$ cat src/sv/iwn_pkg.sv
package iwn_pkg;

    // stream payload widths
    localparam int unsigned YEAR_W  = 12;
    localparam int unsigned MONTH_W = 4;
    localparam int unsigned DAY_W   = 5;
    localparam int unsigned WEEK_W  = 6;
    localparam int unsigned YDAY_W  = 9;
    localparam int unsigned S_TDATA_W = 24;
    localparam int unsigned M_TDATA_W = 8;

    // calendar constants
    localparam logic [YEAR_W-1:0]  EPOCH_YEAR  = 12'd1970;
    localparam logic [WEEK_W-1:0]  WEEK_MAX    = 6'd53;
    localparam logic [MONTH_W-1:0] MONTH_JAN   = 4'd1;
    localparam logic [MONTH_W-1:0] MONTH_FEB   = 4'd2;
    localparam logic [MONTH_W-1:0] MONTH_DEC   = 4'd12;
    localparam logic [2:0]         WDAY_SUN    = 3'd0;
    localparam logic [2:0]         WDAY_THU    = 3'd4;
    localparam logic [2:0]         WDAY_FRI    = 3'd5;

    // reciprocals: x/100 = (x*5243)>>19 for x < 4096, x/7 = (x*293)>>11 for x < 512
    localparam logic [12:0] RCP_100   = 13'd5243;
    localparam int unsigned RCP_100_SH = 19;
    localparam logic [8:0]  RCP_7     = 9'd293;
    localparam int unsigned RCP_7_SH  = 11;

    typedef logic [YEAR_W-1:0] t_year;
    typedef logic [YDAY_W-1:0] t_yday;
    typedef logic [2:0]        t_wday;

    // zero-based day of year of the first of the month, non-leap
    function automatic t_yday month_start(input logic [MONTH_W-1:0] m);
        t_yday r;
        case (m)
            4'd1:    r = 9'd0;
            4'd2:    r = 9'd31;
            4'd3:    r = 9'd59;
            4'd4:    r = 9'd90;
            4'd5:    r = 9'd120;
            4'd6:    r = 9'd151;
            4'd7:    r = 9'd181;
            4'd8:    r = 9'd212;
            4'd9:    r = 9'd243;
            4'd10:   r = 9'd273;
            4'd11:   r = 9'd304;
            4'd12:   r = 9'd334;
            default: r = 9'd0;
        endcase
        return r;
    endfunction

    // days in month, february as 28
    function automatic logic [DAY_W-1:0] month_len(input logic [MONTH_W-1:0] m);
        logic [DAY_W-1:0] r;
        case (m)
            4'd2:                      r = 5'd28;
            4'd4, 4'd6, 4'd9, 4'd11:   r = 5'd30;
            4'd1, 4'd3, 4'd5, 4'd7,
            4'd8, 4'd10, 4'd12:        r = 5'd31;
            default:                   r = 5'd0;
        endcase
        return r;
    endfunction

    // value mod 7 by summing octal digits (8 = 1 mod 7)
    function automatic t_wday mod7_13(input logic [12:0] v);
        logic [4:0] f1;
        logic [3:0] f2;
        f1 = 5'(v[2:0]) + 5'(v[5:3]) + 5'(v[8:6]) + 5'(v[11:9]) + 5'(v[12]);
        f2 = 4'(f1[2:0]) + 4'(f1[4:3]);
        return (f2 >= 4'd7) ? 3'(f2 - 4'd7) : f2[2:0];
    endfunction

    // weekday 0 = sunday .. 6 as iso 1 = monday .. 7 = sunday
    function automatic logic [2:0] iso_wday(input t_wday w);
        return (w == WDAY_SUN) ? 3'd7 : w;
    endfunction

endpackage

$ cat src/sv/iso_week_number.sv
// channel    dir  tdata (low bit up)                              tuser
// s (date)   in   [11:0] year, [15:12] month, [20:16] day_of_month  -
// m (week)   out  [5:0] week                                       [0] date_invalid
//
// six register stages; a date enters every cycle unless a stalled output holds a full pipe
// the stages split the chain year/100, leap rule, two mod 7 folds, /7 and the fixups
// each stage moves on when it is empty or the stage after it moves, so bubbles fill in
// a stalled output holds its transfer while earlier stages with bubbles keep taking dates
// synchronous active-low reset clears only the stage valid bits
module iso_week_number
    import iwn_pkg::*;
(
    input  logic                  i_clk,
    input  logic                  i_rst_n,
    input  logic                  i_s_tvalid,
    output logic                  o_s_tready,
    input  logic [S_TDATA_W-1:0]  i_s_tdata,   // year[11:0], month[15:12], day_of_month[20:16]
    output logic                  o_m_tvalid,
    input  logic                  i_m_tready,
    output logic [M_TDATA_W-1:0]  o_m_tdata,   // week[5:0]
    output logic                  o_m_tuser    // date_invalid[0]
);

    localparam int unsigned NSTG = 6;

    // input fields
    t_year                in_year;
    logic [MONTH_W-1:0]   in_month;
    logic [DAY_W-1:0]     in_day;
    assign in_year  = i_s_tdata[11:0];
    assign in_month = i_s_tdata[15:12];
    assign in_day   = i_s_tdata[20:16];

    // stage valids and advance chain
    logic [NSTG-1:0] r_vld;
    logic [NSTG-1:0] adv;

    always_comb begin
        adv[NSTG-1] = !r_vld[NSTG-1] || i_m_tready;
        for (int k = NSTG - 2; k >= 0; k--) begin
            adv[k] = !r_vld[k] || adv[k+1];
        end
    end

    assign o_s_tready = adv[0];

    always_ff @(posedge i_clk) begin
        if (!i_rst_n) begin
            r_vld <= '0;
        end else begin
            if (adv[0]) begin
                r_vld[0] <= i_s_tvalid;
            end
            for (int k = 1; k < NSTG; k++) begin
                if (adv[k]) begin
                    r_vld[k] <= r_vld[k-1];
                end
            end
        end
    end

    // ---------------- stage 1: year / 100 for both year and year - 1
    t_year              r1_year;
    logic [MONTH_W-1:0] r1_month;
    logic [DAY_W-1:0]   r1_day;
    logic [5:0]         r1_qy;
    logic [5:0]         r1_qa;
    logic               r1_ge;
    logic               r1_first;
    logic [24:0]        prod_y;
    logic [24:0]        prod_a;

    assign prod_y = 25'(in_year) * 25'(RCP_100);
    assign prod_a = 25'(in_year - 12'd1) * 25'(RCP_100);

    always_ff @(posedge i_clk) begin
        if (adv[0]) begin
            r1_year  <= in_year;
            r1_month <= in_month;
            r1_day   <= in_day;
            r1_qy    <= 6'(prod_y >> RCP_100_SH);
            r1_qa    <= 6'(prod_a >> RCP_100_SH);
            r1_ge    <= in_year >= EPOCH_YEAR;
            r1_first <= in_year == EPOCH_YEAR;
        end
    end

    // ---------------- stage 2: leap rule, day of year, validity, jan 1 day count
    t_year       s2_a;
    t_year       s2_ry;
    t_year       s2_ra;
    logic        s2_leap;
    logic        s2_leapp;
    logic [9:0]  s2_lp;
    logic [4:0]  s2_len;
    logic        s2_bad;

    always_comb begin
        s2_a     = r1_year - 12'd1;
        s2_ry    = r1_year - 12'(r1_qy) * 12'd100;
        s2_ra    = s2_a - 12'(r1_qa) * 12'd100;
        s2_leap  = (r1_year[1:0] == 2'd0 && s2_ry != '0) || (s2_ry == '0 && r1_qy[1:0] == 2'd0);
        s2_leapp = (s2_a[1:0] == 2'd0 && s2_ra != '0) || (s2_ra == '0 && r1_qa[1:0] == 2'd0);
        // leap days through year - 1
        s2_lp    = 10'(s2_a >> 2) - 10'(r1_qa) + 10'(r1_qa >> 2);
        s2_len   = month_len(r1_month) + 5'((r1_month == MONTH_FEB) && s2_leap);
        s2_bad   = (r1_month < MONTH_JAN) || (r1_month > MONTH_DEC) || (r1_day == '0)
                   || (r1_day > s2_len);
    end

    logic        r2_leap;
    logic        r2_leapp;
    logic [12:0] r2_sum;
    t_yday       r2_yday;
    logic        r2_bad;
    logic        r2_ge;
    logic        r2_first;

    always_ff @(posedge i_clk) begin
        if (adv[1]) begin
            r2_leap  <= s2_leap;
            r2_leapp <= s2_leapp;
            // 1970 + leaps through 1969 is 4 mod 7, the same as the thursday epoch,
            // so this sum mod 7 is jan 1
            r2_sum   <= 13'(r1_year) + 13'(s2_lp);
            r2_yday  <= month_start(r1_month) + 9'(r1_day) - 9'd1
                        + 9'((r1_month > MONTH_FEB) && s2_leap);
            r2_bad   <= s2_bad;
            r2_ge    <= r1_ge;
            r2_first <= r1_first;
        end
    end

    // ---------------- stage 3: weekday of jan 1, day of year mod 7
    t_wday r3_jan1;
    t_wday r3_ydm;
    t_yday r3_yday;
    logic  r3_leap;
    logic  r3_leapp;
    logic  r3_bad;
    logic  r3_ge;
    logic  r3_first;

    always_ff @(posedge i_clk) begin
        if (adv[2]) begin
            r3_jan1  <= mod7_13(r2_sum);
            r3_ydm   <= mod7_13(13'(r2_yday));
            r3_yday  <= r2_yday;
            r3_leap  <= r2_leap;
            r3_leapp <= r2_leapp;
            r3_bad   <= r2_bad;
            r3_ge    <= r2_ge;
            r3_first <= r2_first;
        end
    end

    // ---------------- stage 4: weekdays of the date and both dec 31, week numerators
    logic [3:0] s4_wsum;
    t_wday      s4_wd;
    t_wday      s4_d31;
    t_wday      s4_d31p;

    always_comb begin
        s4_wsum = 4'(r3_jan1) + 4'(r3_ydm);
        s4_wd   = (s4_wsum >= 4'd7) ? 3'(s4_wsum - 4'd7) : s4_wsum[2:0];
        // dec 31 is day 364 + leap, and 364 is 0 mod 7
        s4_d31  = (r3_leap && r3_jan1 == 3'd6) ? WDAY_SUN : r3_jan1 + 3'(r3_leap);
        // dec 31 of last year is the day before jan 1
        s4_d31p = (r3_jan1 == WDAY_SUN) ? 3'd6 : r3_jan1 - 3'd1;
    end

    logic [9:0] r4_num;
    logic [9:0] r4_nump;
    t_wday      r4_d31;
    t_wday      r4_d31p;
    logic       r4_leap;
    logic       r4_leapp;
    logic       r4_bad;
    logic       r4_ge;
    logic       r4_first;

    always_ff @(posedge i_clk) begin
        if (adv[3]) begin
            r4_num   <= 10'(r3_yday) + 10'd11 - 10'(iso_wday(s4_wd));
            r4_nump  <= 10'd375 + 10'(r3_leapp) - 10'(iso_wday(s4_d31p));
            r4_d31   <= s4_d31;
            r4_d31p  <= s4_d31p;
            r4_leap  <= r3_leap;
            r4_leapp <= r3_leapp;
            r4_bad   <= r3_bad;
            r4_ge    <= r3_ge;
            r4_first <= r3_first;
        end
    end

    // ---------------- stage 5: base weeks, divide by 7, week 53 flags
    logic [18:0] prod_w;
    logic [18:0] prod_wp;
    assign prod_w  = 19'(r4_num)  * 19'(RCP_7);
    assign prod_wp = 19'(r4_nump) * 19'(RCP_7);

    logic [WEEK_W-1:0] r5_bw;
    logic [WEEK_W-1:0] r5_bwp;
    logic              r5_w53;
    logic              r5_w53p;
    logic              r5_bad;
    logic              r5_ge;
    logic              r5_first;

    always_ff @(posedge i_clk) begin
        if (adv[4]) begin
            r5_bw    <= 6'(prod_w >> RCP_7_SH);
            r5_bwp   <= 6'(prod_wp >> RCP_7_SH);
            // week 53 holds when dec 31 is a thursday, or a friday in a leap year
            r5_w53   <= (r4_d31 == WDAY_THU) || (r4_d31 == WDAY_FRI && r4_leap);
            r5_w53p  <= (r4_d31p == WDAY_THU) || (r4_d31p == WDAY_FRI && r4_leapp);
            r5_bad   <= r4_bad;
            r5_ge    <= r4_ge;
            r5_first <= r4_first;
        end
    end

    // ---------------- stage 6: week 0 and week 53 fixups, output register
    logic [WEEK_W-1:0] s6_prev;
    logic [WEEK_W-1:0] s6_week;

    always_comb begin
        s6_prev = (r5_bwp == WEEK_MAX) ? (r5_w53p ? WEEK_MAX : 6'd1) : r5_bwp;
        if (r5_bad || !r5_ge) begin
            s6_week = '0;
        end else if (r5_bw == '0) begin
            // early january: week of last dec 31, none before the epoch year
            s6_week = r5_first ? 6'd0 : s6_prev;
        end else if (r5_bw == WEEK_MAX) begin
            s6_week = r5_w53 ? WEEK_MAX : 6'd1;
        end else begin
            s6_week = r5_bw;
        end
    end

    logic [WEEK_W-1:0] r6_week;
    logic              r6_bad;

    always_ff @(posedge i_clk) begin
        if (adv[5]) begin
            r6_week <= s6_week;
            r6_bad  <= r5_bad;
        end
    end

    assign o_m_tvalid = r_vld[NSTG-1];
    assign o_m_tdata  = {2'b00, r6_week};
    assign o_m_tuser  = r6_bad;

endmodule

$ cat config.mk
export PLATFORM = sky130hd
export DESIGN_NAME = iso_week_number
export DESIGN_NICKNAME = d
export VERILOG_FILES = /design/src/sv/iwn_pkg.sv /design/src/sv/iso_week_number.sv
export SDC_FILE = /design/constraint.sdc
export NUM_CORES = 1
export LEC_CHECK = 0
export ABC_AREA = 1
export BUFFER_PORTS_ARGS = -buffer_cell sky130_fd_sc_hd__buf_2
export CAP_MARGIN = 10
export CORE_MARGIN = 2
export CORE_UTILIZATION = 40
export DETAILED_ROUTE_END_ITERATION = 10
export PLACE_DENSITY = 0.54
export SLEW_MARGIN = 40
export SYNTH_ARGS = -nofsm -noshare
export SYNTH_HDL_FRONTEND = slang
export SYNTH_SLANG_ARGS = --single-unit
$ cat constraint.sdc
create_clock -name i_clk -period 13.2 [get_ports i_clk]
set_input_delay 1.98 -clock i_clk [delete_from_list [all_inputs] [get_ports i_clk]]
set_output_delay 1.98 -clock i_clk [all_outputs]
set_load 0.05 [all_outputs]
==> results of run 1 <==
-- cells in the final DEF (no fill, tap or decap), types with 6 or more instances in the layout --
master     instances
ha_1             398
fa_1             132
edfxtp_1         129
or2_2              6
inv_1            464
xnor2_1           27
clkbuf_16         18
o21ai_0           52
a31oi_1            8
buf_2             33
nor4_1             7
nor3_1            10
xor2_1            53
dfxtp_1           18
a21oi_1          107
nand2_1          340
nor2_1           114
nand3_1           77
a21o_1            10
o211ai_1           6
nand4_1           27
-- metal layers --
layer / part of all wire (%) / up-vias / GRT usage (%)
li1: - / 6721 / -
met1: 46 / 5883 / 19.4
met2: 50 / 134 / 28.0
met3: 2.0 / 33 / 2.03
met4: 1.5 / 0 / 3.84
met5: 0 / - / 0
-- logic make-up (layout without fill, tap and decap cells) --
group / Yosys count / count (layout)
fa+ha+maj: 530 / 530
xor+xnor: 81 / 81
other cells: 1 / 2
mux: 2 / 2
buf+inv: 472 / 535
simple gates: 599 / 599
flops: 147 / 147
compound gates: 215 / 215
-- synthesized netlist by cell type (all sizes together), types with 8 or more instances --
master / instances
ha: 398
nand4: 28
xor2: 54
nor2: 118
edfxtp: 129
nand2: 345
nand3: 78
dfxtp: 18
inv: 468
o21ai: 58
nor3: 10
a21oi: 107
a31oi: 8
a21o: 10
fa: 132
xnor2: 27
-- per-stage QoR --
step                area [um^2]  hold WS (ns)  setup slack, ns  std cells  utilization, %
floorplan                 18200         0.400             5.82       2048               -
global placement          19100         0.402             4.79       2679            42.3
detailed placement        19100         0.405             4.74       2679            42.3
global route              19600         0.417             4.96       2711            43.5
CTS                       19600         0.414             5.19       2711            43.5
finish                    19600         0.411             5.38       2711            43.5
-- flip-flops by register name, summed over array words and instances, names as in the netlist, 5 cells and up, named ones only --
signal and flops:
r3_yday 9, r2_sum 13, r2_yday 9, r5_bw 6, r6_week 6, r1_day 5, r1_qy 6, r_vld 6
r1_qa 6, r1_year 12, r4_num 10
-- worst register-to-register path: cells and delay by family, from the launching register on --
kind	cells	cell delay, ns
DFF	1	0.44
AOI/OAI and AO/OA	3	0.67
adders and majority gates	8	2.46
buffers and inverters	2	0.10
and+or+nand+nor	13	1.52
xor gates and xnor gates	2	0.21
-- path summary, 6_finish.rpt --
path	depth (start not counted)	endpoint	from	slack, ns
worst max-delay path	26	r1_qa[5]	i_s_tdata[1]	5.38
worst min-delay path	0	r5_first	r4_first	0.41
worst max register to register	28	r2_yday[6]	r1_qy[2]	7.56
worst min register to register	0	r5_first	r4_first	0.41
-- final cells by class --
class / instances / area share (%)
multi-input cells: 1429 / 61.9
flip-flops and latches: 147 / 21.6
inverters: 468 / 8.97
clock inverters: 11 / 0.466
repair buffers: 35 / 0.918
well taps: 600 / 3.83
clock buffers: 21 / 2.35
==> impl_metrics.toml, run 1 <==
[routing]
wl_per_cell_um = 12.7
antenna_left = 0
drc_errors = 0
wl_um = 34500
drt_iter0_markers = 527
viasPerCell = 4.71
vias = 12800
first_pass_iters = 5

[clock_tree]
root_buffer = "clkbuf_16"
cts_setup_buffers = 0
clock_latency_ns = 0.43
cts_tree = "built"
cts.path.max_buffers = 2
clk_pin_slew_ns = 0.07
cts_sinks = 147
cts_buffers = 17
cts_hold_buffers = 0
h-tree-depth = 4
cts_resized = 0

[setup_path]
start_kind = "input pin"
endpoint_kind = "register"
path_delay_family = "adder cells"
cpMostUsedCell = "nand2_1"
crit_slowest_cell = "xor2_1"
crit_buf_inv = 6
critPathArrivalTime_ns = 8.00
crit_required_ns = 13.38
cpPeakStageDelay_ns = 0.58
critPathKind = "in2reg"
path_max_fanout = 8

[logic_synthesis]
yosysTopAreaCellShare_pct = 27.4
async_flop_share_pct = 0
synth_simple_gate_area_share_pct = 14.0
muxShareOfSynthArea_pct = 0.124
synth.avg_cell_area_um2 = 8.87
yosysUniqueCellTypes = 50
synthAdderAreaFrac_pct = 42.0
synthTopCellsByArea = "ha_1 27%, edfxtp_1 21%, fa_1 15%, inv_1 9.6%, nand2_1 7.0%"
synth_edf_count = 129
ys_seq_area_share_pct = 23.3
syn_area_mm2 = 0.0182
synth_top_family_by_area = "adder cells"
synth_compound_area_share_pct = 6.74
yosysWarningCount = 0
yosysTopAreaCell = "ha_1"
syn_inst = 2047
synth-xor-area-share_pct = 3.91
synth_ff_type = "edfxtp_1"
ys_seq_elements = 147

[job]
maxCapViolations = 0

[finish]
nFillCells = 4489
multi_input_area_mm2 = 0.0121
fin_nets = 2656
area_growth_pct = 8.07
layout-drive-gt1-share_pct = 4.45
regArea_mm2 = 0.00423
antenna_cells = 0

[placement]
dp_hpwl_um = 30100
gp_congestion = 0.851
numPortBuffers = 33

[grt]
antenna_found_initial = 0
grt_use_total_pct = 15.5
grt_pass1_vias = 13100
grt_pass1_wl_um = 59900
grt_max_degree = 38
grt-ovfl-total = 0

[timing]
slew_violations = 0
rsz0062_at_grt = "no"
clock.fmax_mhz = 128
hold_viol = 0
tightest_slew_ns = 0.728
finalCritPeriodShare_pct = 59.2
tns_ns = 0
report.final.setup_viol = 0
finClkSkew_ns = 0.0101
slew_headroom_pct = 51.4
min_period_ns = 7.82

[hold_path]
hp-class = "reg2reg"

[floorplanning]
die_area_mm2 = 0.0471
row_count = 78
start_util_pct = 40.3
design.core.area_mm2 = 0.0451
io_pins = 39
dieWidth_um = 217
die_y_um = 217

[status]
status = "complete, no violations"
Power of run 1 is left out: the tool's default activity adds up to more than one toggle a clock period on the data nets, which glitch-free logic cannot reach.
==> inputs of run 2 (changes only) <==
- PLACE_DENSITY: 0.54 -> 0.56
- clock period: 13.2 -> 7.1 ns (I/O delays scaled with it)
==> impl_metrics.toml, run 2 (synthesis results as in run 1) <==
[timing]
slew_violations = 0
tns_ns = 0
rsz0062_at_grt = "no"
whs_ns = 0.419
finClkSkew_ns = 0.00980
hold_viol = 0
clock.fmax_mhz = 157
finalCritPeriodShare_pct = 89.9
slew_headroom_pct = 51.3
report.final.setup_viol = 0
min_period_ns = 6.38
tightest_slew_ns = 0.729

[clock_tree]
cts_tree = "built"
cts.path.max_buffers = 2
root_buffer = "clkbuf_16"
cts_resized = 0
cts_setup_buffers = 0
cts_buffers = 17
cts_sinks = 147
clk_pin_slew_ns = 0.06
clock_latency_ns = 0.44
h-tree-depth = 4
cts_hold_buffers = 0

[placement]
numPortBuffers = 33
gp_congestion = 0.867
dp_hpwl_um = 30200
post_dp_cell_area_mm2 = 0.0192

[finish]
final_common_cell = "inv_1"
reg_top3 = "r2_sum: 13 flops, r1_year: 12 flops, r4_num: 10 flops"
fin_nets = 2671
regArea_mm2 = 0.00423
antenna_cells = 0
utilization_pct = 43.8
multi_input_area_mm2 = 0.0121
largest_reg_flops = 13
area_growth_pct = 8.80
final_cell_mix = "464 x inv_1, 398 x ha_1, 340 x nand2_1"
nFillCells = 4485
layout-drive-gt1-share_pct = 5.27
fin_area_mm2 = 0.0198
top_register = "r2_sum"

[setup_path]
r2r_slack_ns = 1.29
path_max_fanout = 7
critPathArrivalTime_ns = 6.57
rr_endpoint = "r2_yday[6]"
reg2reg_depth = 28
critPathCapture = "r1_qa[5]"
crit_required_ns = 7.29
critPathKind = "in2reg"
r2r-start = "r1_qy[2]"
start_kind = "input pin"
setup.worst_path.start = "i_s_tdata[4]"
endpoint_kind = "register"

[job]
maxCapViolations = 0

[grt]
grt-ovfl-total = 0
grt_max_degree = 35
grt_use_total_pct = 15.7
antenna_found_initial = 0
grt_pass1_wl_um = 60400
grt_pass1_vias = 13300

[hold_path]
hp-class = "reg2reg"

[status]
status = "complete, no violations"

[routing]
drc_errors = 0
antenna_left = 0
viasPerCell = 4.76
first_pass_iters = 5
wl_per_cell_um = 12.8
vias = 13000
wl_um = 34900
drt_iter0_markers = 518

[floorplanning]
start_util_pct = 40.3
design.core.area_mm2 = 0.0451
die_y_um = 217
row_count = 78
dieWidth_um = 217
die_area_mm2 = 0.0471
io_pins = 39
==> run 2: layer usage <==
layer / vias to the layer above / global-route usage (%) / wire [um]
met1: 6046 / 19.7 / 16200
li1: 6764 / - / -
met4: 0 / 3.70 / 490
met5: - / 0 / 0
met3: 38 / 2.18 / 690
met2: 117 / 28.5 / 17500
==> run 2: through the flow <==
| stage | setup WS (ns) | cells |
|---|---|---|
| 2_1_floorplan | 0.639 | 2048 |
| 5_1_grt | 0.338 | 2726 |
| 4_1_cts | 0.721 | 2726 |
| 3_3_place_gp | 0.266 | 2694 |
| 3_5_place_dp | 0.249 | 2694 |
| 6_report | 0.716 | 2726 |
==> run 2: worst min-delay path by stage <==
| stage | startpoint | endpoint | slack (ns) | cells after the start |
|---|---|---|---|---|
| floorplan | r1_first | r2_first | 0.40 | 0 |
| global placement | r2_leap | r3_leap | 0.40 | 0 |
| CTS | r4_bad | r5_bad | 0.42 | 0 |
| detailed placement | r3_ge | r4_ge | 0.40 | 0 |
| global route | r2_leap | r3_leap | 0.43 | 0 |
| finish | r3_ge | r4_ge | 0.42 | 0 |
==> run 2: worst max-delay path: stages <==
cell and delay (ns):
buf_2 0.20, inv_1 0.15, ha_1 0.20, nand2_1 0.06
nand2_1 0.08, nor3_1 0.30, nand3_1 0.14, xor2_1 0.21
inv_1 0.15, fa_1 0.49, ha_1 0.31, fa_1 0.54
inv_1 0.06, fa_1 0.51, fa_1 0.55, inv_1 0.04
ha_1 0.28, ha_1 0.33, nand2_1 0.13, inv_1 0.04
a21boi_0 0.27, nand2_1 0.09, a21oi_1 0.13, nand2_1 0.10
xnor2_1 0.13
==> run 2: cell type report <==
| cell class | count | area share [%] |
|---|---|---|
| Multi-Input combinational cell | 1429 | 61.5 |
| Sequential cell | 147 | 21.4 |
| Inverter | 468 | 8.91 |
| Tap cell | 600 | 3.80 |
| Clock buffer | 17 | 2.15 |
| Timing Repair Buffer | 50 | 1.48 |
| Clock inverter | 15 | 0.760 |
Power of run 2 is left out for the same reason.
==> inputs of run 3 (changes only) <==
- CORE_UTILIZATION: 40 -> 59
- PLACE_DENSITY: 0.56 -> 0.78
==> impl_metrics.toml, run 3 (synthesis results as in run 1) <==
[status]
status = "complete, no violations"

[routing]
drc_errors = 0
viasPerCell = 5.25
wl_um = 34900
first_pass_iters = 5
wl_per_cell_um = 13.9
vias = 13200
drt_iter0_markers = 621
antenna_left = 0

[clock_tree]
cts_setup_buffers = 0
cts_buffers = 17
h-tree-depth = 4
cts_hold_buffers = 0
root_buffer = "clkbuf_16"
cts.path.max_buffers = 2
cts_resized = 0
cts_sinks = 147
clock_latency_ns = 0.44
clk_pin_slew_ns = 0.08
cts_tree = "built"

[finish]
fin_area_mm2 = 0.0195
largest_reg_flops = 13
final_cell_count_no_fill = 2518
nFillCells = 2446
area_growth_pct = 7.29
final_cell_mix = "464 x inv_1, 398 x ha_1, 340 x nand2_1"
final_common_cell = "inv_1"
reg_top3 = "r2_sum: 13 flops, r1_year: 12 flops, r4_num: 10 flops"
antenna_cells = 0
fin_nets = 2667
top_register = "r2_sum"
layout-drive-gt1-share_pct = 5.14

[setup_path]
crit_required_ns = 7.28
crit_slowest_cell = "fa_1"
start_kind = "input pin"
cpPeakStageDelay_ns = 0.55
endpoint_kind = "register"
reg2reg_depth = 28
path_max_fanout = 7
critPathArrivalTime_ns = 6.63
critPathKind = "in2reg"

[floorplanning]
design.core.area_mm2 = 0.0304
die_area_mm2 = 0.0322
row_count = 64
die_y_um = 179
io_pins = 39
dieWidth_um = 179
start_util_pct = 59.7

[grt]
grt_pass1_vias = 13700
grt.met2_usage_pct = 42.6
grt_use_total_pct = 22.7
grt_max_degree = 45
grt_most_used_layer = "met2"
grt-ovfl-total = 0
antenna_found_initial = 0
grtUsageMet1_pct = 26.4
grt_pass1_wl_um = 60700
grt_util_met3_pct = 3.12

[placement]
dp.cells = 2486
numPortBuffers = 33
pre_cts_ws_ns = 0.191
dp_hpwl_um = 29800
gp_congestion = 0.912
post_dp_cell_area_mm2 = 0.0189

[timing]
hold_viol = 0
finalCritPeriodShare_pct = 90.9
rsz0062_at_grt = "no"
fin_ws_ns = 0.646
finClkSkew_ns = 0.0143
report.final.setup_viol = 0
slew_violations = 0
clock.fmax_mhz = 155
tns_ns = 0
tightest_slew_ns = 0.674
slew_headroom_pct = 54.9
min_period_ns = 6.45

[hold_path]
hold_depth = 0
hp-class = "reg2reg"

[job]
maxCapViolations = 0
-- run 3: routing by layer --
layer,up-vias,part of all wire [%]
li1,6753,-
met1,6180,42
met2,214,52
met3,71,2.7
met4,0,2.9
met5,-,0
-- run 3: final cells by class --
class / count / area (um^2) / area share (%)
multi-input cells: 1429 / 12100 / 62.3
clock inverters: 15 / 161 / 0.829
repair buffers: 46 / 263 / 1.35
flip-flops and latches: 147 / 4230 / 21.7
well taps: 396 / 495 / 2.54
inverters: 468 / 1760 / 9.03
clock buffers: 17 / 425 / 2.18
-- run 3: path summary, 6_finish.rpt --
path	from	to	slack (ns)
worst max-delay path	i_s_tdata[4]	r1_qa[5]	0.65
worst min register to register	r4_bad	r5_bad	0.41
worst min-delay path	r4_bad	r5_bad	0.41
worst max register to register	r1_qy[2]	r2_yday[6]	1.40
-- run 3: stage by stage --
| step | utilization (%) | hold WS, ns |
|---|---|---|
| after floorplan | - | 0.400 |
| after global placement | 62.1 | 0.401 |
| after detailed placement | 62.1 | 0.405 |
| after CTS | 64.0 | 0.416 |
| after global routing | 64.0 | 0.431 |
| final | 64.0 | 0.413 |
-- run 3: critical path, delay by kind of cell --
family                     cells  cell delay, ns
xor gates and xnor gates       2            0.36
buffers and inverters          6            0.65
adders and majority gates      8            3.24
and+or+nand+nor                7            0.94
AOI/OAI and AO/OA              2            0.38
Power of run 3 is left out for the same reason.
